--- config.mk ---
export PLATFORM = sky130hd
export DESIGN_NAME = marker_frame_receiver_core
export DESIGN_NICKNAME = d
export VERILOG_FILES = /design/src/hdl/mfr_pkg.sv /design/src/hdl/mfr_ram.sv /design/src/hdl/mfr_cmd_fifo.sv /design/src/hdl/mfr_front.sv /design/src/hdl/mfr_back.sv /design/src/hdl/marker_frame_receiver_core.sv
export SDC_FILE = /design/constraint.sdc
export NUM_CORES = 1
export LEC_CHECK = 0
export BUFFER_PORTS_ARGS = -buffer_cell sky130_fd_sc_hd__buf_2
export CAP_MARGIN = 20
export CORE_UTILIZATION = 35
export DETAILED_ROUTE_END_ITERATION = 6
export PLACE_DENSITY_LB_ADDON = 0.3
export SLEW_MARGIN = 25
export SYNTH_ARGS = -nofsm -noshare
export SYNTH_HDL_FRONTEND = slang
export SYNTH_SLANG_ARGS = --single-unit
export TNS_END_PERCENT = 1
--- constraint.sdc ---
create_clock -name clk -period 3.98 [get_ports clk]
set_input_delay 0 -clock clk [delete_from_list [all_inputs] [get_ports clk]]
set_output_delay 0 -clock clk [all_outputs]
set_load 0.05 [all_outputs]
--- src/hdl/mfr_pkg.sv ---
// shared constants and types for the marker frame receiver
package mfr_pkg;

  localparam int FRAME_DEPTH = 64;
  localparam int IDX_W       = $clog2(FRAME_DEPTH);
  localparam int FILL_W      = $clog2(FRAME_DEPTH + 1);
  localparam int BANKS       = 2;
  localparam int BANK_W      = $clog2(BANKS);
  localparam int CNT_W       = $clog2(BANKS + 1);
  localparam int RAM_DEPTH   = BANKS * (2 ** IDX_W);
  localparam int RAM_AW      = BANK_W + IDX_W;
  localparam int BYTE_W      = 8;
  localparam int OUT_IDX_W   = 6;
  localparam int MARKER_W    = 16;
  localparam int PADDR_W     = 3;
  localparam int PDATA_W     = 32;

  localparam logic [MARKER_W-1:0] START_MARKER_RST = 16'h5354;
  localparam logic [MARKER_W-1:0] END_MARKER_RST   = 16'h4544;
  localparam logic [1:0]          HIST_FULL        = 2'd3;

  typedef enum logic {
    REG_START_MARKER = 1'b0,
    REG_END_MARKER   = 1'b1
  } reg_sel_t;

  typedef struct packed {
    logic [FILL_W-1:0]   len;
    logic [MARKER_W-1:0] head;
  } frame_cmd_t;

  typedef struct packed {
    logic              full;
    logic              empty;
    logic [BANK_W-1:0] wr_bank;
    logic [BANK_W-1:0] rd_bank;
  } fifo_status_t;

endpackage

--- src/hdl/mfr_ram.sv ---
// generic single-write, registered-read ram
module mfr_ram #(
  parameter int WIDTH = 8,
  parameter int DEPTH = 128
) (
  input  logic                     clk,
  input  logic                     we,
  input  logic [$clog2(DEPTH)-1:0] waddr,
  input  logic [WIDTH-1:0]         wdata,
  input  logic                     re,
  input  logic [$clog2(DEPTH)-1:0] raddr,
  output logic [WIDTH-1:0]         rdata
);

  logic [WIDTH-1:0] mem [DEPTH];

  always_ff @(posedge clk) begin
    if (we) begin
      mem[waddr] <= wdata;
    end
    if (re) begin
      rdata <= mem[raddr];
    end
  end

endmodule

--- src/hdl/mfr_cmd_fifo.sv ---
// two-entry queue of completed frames, one per store bank
module mfr_cmd_fifo import mfr_pkg::*; (
  input  logic         clk,
  input  logic         rst,
  input  logic         push,
  input  frame_cmd_t   push_cmd,
  input  logic         pop,
  output frame_cmd_t   head_cmd,
  output fifo_status_t status
);

  frame_cmd_t        entries [BANKS];
  logic [BANK_W-1:0] wr_ptr;
  logic [BANK_W-1:0] rd_ptr;
  logic [CNT_W-1:0]  count;

  assign head_cmd       = entries[rd_ptr];
  assign status.full    = (count == CNT_W'(BANKS));
  assign status.empty   = (count == '0);
  assign status.wr_bank = wr_ptr;
  assign status.rd_bank = rd_ptr;

  always_ff @(posedge clk) begin
    if (push) begin
      entries[wr_ptr] <= push_cmd;
    end
  end

  always_ff @(posedge clk) begin
    if (rst) begin
      wr_ptr <= '0;
      rd_ptr <= '0;
      count  <= '0;
    end else begin
      if (push) begin
        wr_ptr <= wr_ptr + 1'b1;
      end
      if (pop) begin
        rd_ptr <= rd_ptr + 1'b1;
      end
      case ({push, pop})
        2'b10:   count <= count + 1'b1;
        2'b01:   count <= count - 1'b1;
        default: count <= count;
      endcase
    end
  end

  a_no_push_when_full: assert property (@(posedge clk) disable iff (rst)
    push |-> !status.full) else $error("frame pushed with both banks taken");

  a_no_pop_when_empty: assert property (@(posedge clk) disable iff (rst)
    pop |-> !status.empty) else $error("frame released with none pending");

endmodule

--- src/hdl/mfr_front.sv ---
// receive side: byte history, marker detection and frame storage
module mfr_front import mfr_pkg::*; (
  input  logic                clk,
  input  logic                rst,
  input  logic                accept,
  input  logic [BYTE_W-1:0]   rx_byte,
  input  logic [MARKER_W-1:0] start_marker,
  input  logic [MARKER_W-1:0] end_marker,
  input  logic [BANK_W-1:0]   wr_bank,
  output logic                ram_we,
  output logic [RAM_AW-1:0]   ram_waddr,
  output logic [BYTE_W-1:0]   ram_wdata,
  output logic                cmd_push,
  output frame_cmd_t          cmd
);

  logic [BYTE_W-1:0]   hist_old;
  logic [BYTE_W-1:0]   hist_prev;
  logic [1:0]          hist_cnt;
  logic                in_frame;
  logic [FILL_W-1:0]   fill;
  logic [MARKER_W-1:0] head;

  logic                open_frame;
  logic                active;
  logic                close_frame;
  logic                overflow;
  logic [FILL_W-1:0]   wr_idx;
  logic [FILL_W-1:0]   fill_next;
  logic [MARKER_W-1:0] head_next;

  always_comb begin
    open_frame  = (hist_cnt >= 2'd2) && !in_frame &&
                  (hist_old == start_marker[15:8]) && (hist_prev == start_marker[7:0]);
    active      = in_frame || open_frame;
    // marker bytes travel with the command, the store holds the rest
    wr_idx      = open_frame ? FILL_W'(2) : fill;
    fill_next   = wr_idx + 1'b1;
    close_frame = active && (hist_prev == end_marker[15:8]) && (rx_byte == end_marker[7:0]);
    overflow    = active && !close_frame && (fill_next >= FILL_W'(FRAME_DEPTH));
    head_next   = open_frame ? {hist_old, hist_prev} : head;
  end

  assign ram_we    = accept && active;
  assign ram_waddr = {wr_bank, wr_idx[IDX_W-1:0]};
  assign ram_wdata = rx_byte;
  assign cmd_push  = accept && close_frame;
  assign cmd.len   = fill_next;
  assign cmd.head  = head_next;

  always_ff @(posedge clk) begin
    if (accept) begin
      head <= head_next;
    end
  end

  always_ff @(posedge clk) begin
    if (rst) begin
      hist_old  <= '0;
      hist_prev <= '0;
      hist_cnt  <= '0;
      in_frame  <= 1'b0;
      fill      <= '0;
    end else if (accept) begin
      if (overflow) begin
        // dropped frame also forgets the history
        in_frame  <= 1'b0;
        fill      <= '0;
        hist_cnt  <= '0;
        hist_old  <= '0;
        hist_prev <= '0;
      end else begin
        hist_old  <= hist_prev;
        hist_prev <= rx_byte;
        if (close_frame) begin
          in_frame <= 1'b0;
          fill     <= '0;
          hist_cnt <= '0;
        end else begin
          if (hist_cnt != HIST_FULL) begin
            hist_cnt <= hist_cnt + 1'b1;
          end
          if (active) begin
            in_frame <= 1'b1;
            fill     <= fill_next;
          end
        end
      end
    end
  end

  a_fill_in_range: assert property (@(posedge clk) disable iff (rst)
    in_frame |-> (fill >= FILL_W'(3)) && (fill < FILL_W'(FRAME_DEPTH)))
    else $error("fill count out of range inside a frame");

  a_fill_idle_zero: assert property (@(posedge clk) disable iff (rst)
    !in_frame |-> (fill == '0)) else $error("fill count left over while idle");

endmodule

--- src/hdl/mfr_back.sv ---
// readout side: walks a completed frame and presents it byte by byte
module mfr_back import mfr_pkg::*; (
  input  logic                 clk,
  input  logic                 rst,
  input  frame_cmd_t           cmd,
  input  logic                 cmd_empty,
  input  logic [BANK_W-1:0]    rd_bank,
  input  logic [BYTE_W-1:0]    ram_rdata,
  output logic                 ram_re,
  output logic [RAM_AW-1:0]    ram_raddr,
  output logic                 cmd_pop,
  input  logic                 pop,
  output logic                 empty,
  output logic [BYTE_W-1:0]    frame_byte,
  output logic [OUT_IDX_W-1:0] byte_index,
  output logic                 last_byte
);

  logic [IDX_W-1:0]  rd_idx;
  logic              pend_valid;
  logic              pend_head;
  logic [BYTE_W-1:0] pend_byte;
  logic [IDX_W-1:0]  pend_idx;
  logic              pend_last;
  logic              out_valid;
  logic [BYTE_W-1:0] out_byte;
  logic [IDX_W-1:0]  out_idx;
  logic              out_last;

  logic              issue;
  logic              is_last;
  logic              sel_head;
  logic [BYTE_W-1:0] head_byte;

  always_comb begin
    issue     = !cmd_empty && !pend_valid && (!out_valid || pop);
    is_last   = ((FILL_W'(rd_idx) + 1'b1) == cmd.len);
    sel_head  = (rd_idx == IDX_W'(0)) || (rd_idx == IDX_W'(1));
    head_byte = rd_idx[0] ? cmd.head[7:0] : cmd.head[15:8];
  end

  assign ram_re     = issue && !sel_head;
  assign ram_raddr  = {rd_bank, rd_idx};
  assign cmd_pop    = issue && is_last;
  assign empty      = !out_valid;
  assign frame_byte = out_byte;
  assign byte_index = OUT_IDX_W'(out_idx);
  assign last_byte  = out_last;

  always_ff @(posedge clk) begin
    if (issue) begin
      pend_head <= sel_head;
      pend_byte <= head_byte;
      pend_idx  <= rd_idx;
      pend_last <= is_last;
    end
    if (pend_valid) begin
      out_byte <= pend_head ? pend_byte : ram_rdata;
      out_idx  <= pend_idx;
      out_last <= pend_last;
    end
  end

  always_ff @(posedge clk) begin
    if (rst) begin
      rd_idx     <= '0;
      pend_valid <= 1'b0;
      out_valid  <= 1'b0;
    end else begin
      pend_valid <= issue;
      if (issue) begin
        rd_idx <= is_last ? '0 : rd_idx + 1'b1;
      end
      if (pend_valid) begin
        out_valid <= 1'b1;
      end else if (pop) begin
        out_valid <= 1'b0;
      end
    end
  end

  a_pend_finds_room: assert property (@(posedge clk) disable iff (rst)
    pend_valid |-> !out_valid) else $error("read returned with output register busy");

  a_pend_lands: assert property (@(posedge clk) disable iff (rst)
    pend_valid |=> out_valid) else $error("read data lost before output register");

endmodule

--- src/hdl/marker_frame_receiver_core.sv ---
// top level of the marker frame receiver: config registers and wiring
// Receives one byte per accepted push. A frame opens when the two bytes before the current
// one match start_marker, and closes when the previous and current bytes match end_marker;
// the whole frame, marker bytes included, then appears on the result queue one byte per
// transaction, byte_index counting from zero and last_byte set on the final byte. The frame
// store is a two-bank ram read through a registered port. Each byte, the first two taken
// from the command and the rest read from the store, passes through a pending register to
// the output register, and a new read is issued only when none is pending and the output
// register is empty or being popped. One completed frame may await readout while the next is
// received; once a second frame closes both banks are taken and full stays high until the
// last byte of the older frame has been read from the store. A frame reaching FRAME_DEPTH
// bytes without a close is discarded with no results. No clearing pass is needed after reset.
module marker_frame_receiver_core import mfr_pkg::*; (
  input  logic                 clk,
  input  logic                 rst,
  input  logic                 psel,
  input  logic                 penable,
  input  logic                 pwrite,
  input  logic [PADDR_W-1:0]   paddr,
  input  logic [PDATA_W-1:0]   pwdata,
  output logic [PDATA_W-1:0]   prdata,
  output logic                 pready,
  input  logic                 push,
  output logic                 full,
  input  logic [BYTE_W-1:0]    rx_byte,
  output logic                 empty,
  input  logic                 pop,
  output logic [BYTE_W-1:0]    frame_byte,
  output logic [OUT_IDX_W-1:0] byte_index,
  output logic                 last_byte
);

  logic [MARKER_W-1:0] start_marker;
  logic [MARKER_W-1:0] end_marker;
  reg_sel_t            reg_sel;
  logic                cfg_write;

  logic                accept;
  logic                pop_ok;
  fifo_status_t        fifo_status;
  frame_cmd_t          push_cmd;
  frame_cmd_t          head_cmd;
  logic                cmd_push;
  logic                cmd_pop;
  logic                ram_we;
  logic [RAM_AW-1:0]   ram_waddr;
  logic [BYTE_W-1:0]   ram_wdata;
  logic                ram_re;
  logic [RAM_AW-1:0]   ram_raddr;
  logic [BYTE_W-1:0]   ram_rdata;

  assign pready    = 1'b1;
  assign reg_sel   = reg_sel_t'(paddr[PADDR_W-1]);
  assign cfg_write = psel && penable && pwrite && pready;

  always_comb begin
    unique case (reg_sel)
      REG_START_MARKER: prdata = PDATA_W'(start_marker);
      REG_END_MARKER:   prdata = PDATA_W'(end_marker);
      default:          prdata = '0;
    endcase
  end

  always_ff @(posedge clk) begin
    if (rst) begin
      start_marker <= START_MARKER_RST;
      end_marker   <= END_MARKER_RST;
    end else if (cfg_write) begin
      unique case (reg_sel)
        REG_START_MARKER: start_marker <= pwdata[MARKER_W-1:0];
        REG_END_MARKER:   end_marker   <= pwdata[MARKER_W-1:0];
        default:          start_marker <= start_marker;
      endcase
    end
  end

  assign full   = fifo_status.full;
  assign accept = push && !full;
  assign pop_ok = pop && !empty;

  mfr_front u_front (
    .clk          (clk),
    .rst          (rst),
    .accept       (accept),
    .rx_byte      (rx_byte),
    .start_marker (start_marker),
    .end_marker   (end_marker),
    .wr_bank      (fifo_status.wr_bank),
    .ram_we       (ram_we),
    .ram_waddr    (ram_waddr),
    .ram_wdata    (ram_wdata),
    .cmd_push     (cmd_push),
    .cmd          (push_cmd)
  );

  mfr_cmd_fifo u_cmd_fifo (
    .clk      (clk),
    .rst      (rst),
    .push     (cmd_push),
    .push_cmd (push_cmd),
    .pop      (cmd_pop),
    .head_cmd (head_cmd),
    .status   (fifo_status)
  );

  mfr_ram #(
    .WIDTH (BYTE_W),
    .DEPTH (RAM_DEPTH)
  ) u_store (
    .clk   (clk),
    .we    (ram_we),
    .waddr (ram_waddr),
    .wdata (ram_wdata),
    .re    (ram_re),
    .raddr (ram_raddr),
    .rdata (ram_rdata)
  );

  mfr_back u_back (
    .clk        (clk),
    .rst        (rst),
    .cmd        (head_cmd),
    .cmd_empty  (fifo_status.empty),
    .rd_bank    (fifo_status.rd_bank),
    .ram_rdata  (ram_rdata),
    .ram_re     (ram_re),
    .ram_raddr  (ram_raddr),
    .cmd_pop    (cmd_pop),
    .pop        (pop_ok),
    .empty      (empty),
    .frame_byte (frame_byte),
    .byte_index (byte_index),
    .last_byte  (last_byte)
  );

endmodule
==> run metrics <==
violated checks DRC; P_sw 5.04 mW; mean post-synth cell area 19.7 sq um; Clock Latency Late Sink 720 ps; routability congestion estimate 0.850; Hold Buf Count CTS 33; internal power 19.9 mW; Core Footprint 134000 sq um; routed len/inst 26.7 um; row cnt 134; share of layout cells above drive strength 1 29.3%; htree depth 3; outcome complete, but fails checks; DRT Pass-1 Iters 7; PostCTS Resize Cnt 0; Final Hold Viols 0; Synth Instances 2392; Antenna Nets Post-Route 0; CP endpoint kind flip-flop; type of the worst setup path reg2reg; vias in the first global route 25020; worst hold-check path type in2reg; final setup fails 0; Hold Crit Depth 2; Worst EP arrival 4290 ps; register area share after synthesis 74.5%; Num Clock Sinks 1196; clock power share 42.8%; Switching Share 20.2%; delay of the slowest critical-path stage 710 ps; clock slew at reported path FFs 60 ps; Yosys reg bits 1196; # fillers 11631; Tmin final 3760 ps; commonest non-fill, non-tap cells in the layout edfxtp_1 (1125), mux4_2 (294), buf_4 (199), clkbuf_16 (117), nor2_1 (116); critical path startpoint category flip-flop; GRT overflow 0; placed cell area 50900 sq um; R2R depth 13; Inserted Clock Buffers 116; CP max FO 16; I/O Pins 100; number of flops mapped to enable cells by yosys 1125; most common cell after layout, fill and taps aside edfxtp_1; max-slew violations 0; Cell variety after synth 59; setup TNS 0 ps; Critical Path Most Common Cell nor3_1; Main synth FF type edfxtp_1; final setup skew 36.2 ps; final period utilization 94.5%; DP Wirelength 78700 um; Post-CTS Setup Bufs 0; CP Cell Sequence xor2_1 > nor3_1 > and3_1 > and3b_4 > or2_2 > ha_1 > nand3_1 > nor3_1 > xnor2_1 > a211oi_1 > buf_4 > nand3b_1 > a21oi_1; peak supply drop 339 uV; fin area 54900 sq um; DRC Markers 12; RSZ-0062 raised after global routing no; asr flop ratio synth 0%; largest net degree at the start of global routing 129; Seq pwr share 55.3%; chip width 369 um; clock root cell clkbuf_16; Max Fclk 266 MHz; Die Footprint 136000 sq um; initial DRC count 2464; max_cap viols 0; routed wire length 121000 um; minimum hold slack 55.5 ps; Crit path required time 4510 ps; Rel. slew slack 26.4%; gr usage total 17.7%; power density over cell area 454 nW/um^2; Ys Warns 0; nets@finish 2732; Initial Utilization 35.4%; Leakage Power 16.9 nW; antenna violations before repair 4; vias per cell 5.33; Die Y 369 um; first-pass GRT wire length 175000 um; Port Buffer Count 64; Worst path slowest cell nor3_1; Synth Cell Area 47200 sq um; Comb pwr share 1.9%; worst-case clock buffer depth 3; vias 24225; CTS tree built; Layout area overhead 16.1%; Worst Tran Pin Value 1080 ps
-- critical path, delay by kind of cell, from the launching register on --
family,cells,cell delay [ps]
flops,1,440
simple gates,7,2010
fa+ha+maj,1,250
buf+inv,1,230
xor+xnor,2,340
compound gates,2,320
-- final timing paths --
check / startpoint / endpoint / slack [ps]
hold reg to reg: u_back.pend_idx[0] / u_back.byte_index[0] / 420
setup reg to reg: u_front.hist_prev[0] / u_front.hist_prev[0] / 220
hold / removal: rx_byte[2] / u_store.mem[108][2] / 60
setup / recovery: u_front.hist_prev[0] / u_front.hist_prev[0] / 220
-- kinds of logic after synthesis --
group / Yosys count / synth area share (%)
adder cells (fa/ha/maj): 7 / 0.185
multiplexers: 371 / 15.8
XOR/XNOR: 49 / 0.967
AO/OA/AOI/OAI: 166 / 2.24
buffers and inverters: 175 / 1.97
flip-flops: 1196 / 74.5
other: 2 / 0.0159
AND/OR/NAND/NOR: 426 / 4.34
-- metal layers --
layer / vias up / global-route usage, % / part of all wire (%) / wire length [um]
met5: - / 0 / 0.0099 / 12
met4: 2 / 6.66 / 3.5 / 4290
met3: 189 / 3.59 / 6.9 / 8400
met2: 875 / 29.4 / 49 / 59800
met1: 12819 / 22.9 / 40 / 48900
li1: 10340 / - / - / -
-- metrics by stage --
step | utilization, % | instances | worst slack, ps | power [mW]
after global placement | 38.0 | 4292 | 331 | 14.5
after CTS | 41.0 | 4540 | 393 | 25.1
after detailed placement | 38.1 | 4292 | 408 | 14.5
final | 41.1 | 4542 | 221 | 24.9
after global routing | 41.1 | 4540 | 0.0631 | 25.6
after floorplan | - | 2407 | 582 | 14.2
-- registers in the layout (all words and copies together) (netlist names), 2 cells and up, named ones only --
| name | count |
|---|---|
| u_front.hist_cnt | 2 |
| u_back.pend_byte | 8 |
| u_back.rd_idx | 6 |
| u_front.hist_old | 8 |
| u_back.byte_index | 6 |
| end_marker | 16 |
| u_front.fill | 7 |
| start_marker | 16 |
| u_store.mem | 1024 |
| u_back.pend_idx | 6 |
| u_front.head | 16 |
| u_cmd_fifo.entries | 46 |
| u_cmd_fifo.count | 2 |
| u_back.frame_byte | 8 |
| u_store.rdata | 8 |
| u_front.hist_prev | 8 |
-- cell type report --
class                      instances  area, sq um  share of cell area, %
clock inverter                    74          629                   1.15
timing repair buffer             305         2440                   4.46
inverter                          20         75.1                  0.137
tap                             1768         2210                   4.03
multi-input combinational       1036        11300                   20.5
sequential                      1196        35200                   64.2
antenna                            2         5.00                0.00912
clock buffer                     141         3020                   5.50
-- cells in the mapped netlist, types with 13 or more instances --
library cell	n	area [sq um]
or3_1	14	87.6
nor3_1	64	320
dfxtp_1	71	1420
xnor2_1	27	236
a21oi_1	54	270
o21ai_0	14	70.1
mux2_2	48	541
inv_1	18	67.6
edfxtp_1	1125	33800
nor2_1	120	450
nand3_1	17	85.1
buf_4	37	278
clkbuf_1	50	188
buf_2	52	260
o22ai_1	34	213
xor2_1	20	175
nor4_1	17	106
a22oi_1	13	97.6
nand3b_1	31	233
mux2i_1	29	290
nand2_1	113	424
mux4_2	294	6620
-- power by group through the flow --
stage          logic (mW)  clock network, mW  registers (mW)
2_1_floorplan       0.178                  0            14.1
3_3_place_gp        0.436                  0            14.1
3_5_place_dp        0.456                  0            14.1
4_1_cts             0.480               10.8            13.8
5_1_grt             0.508               11.3            13.8
6_report            0.474               10.7            13.8
Power figures use the tool's default switching activity.
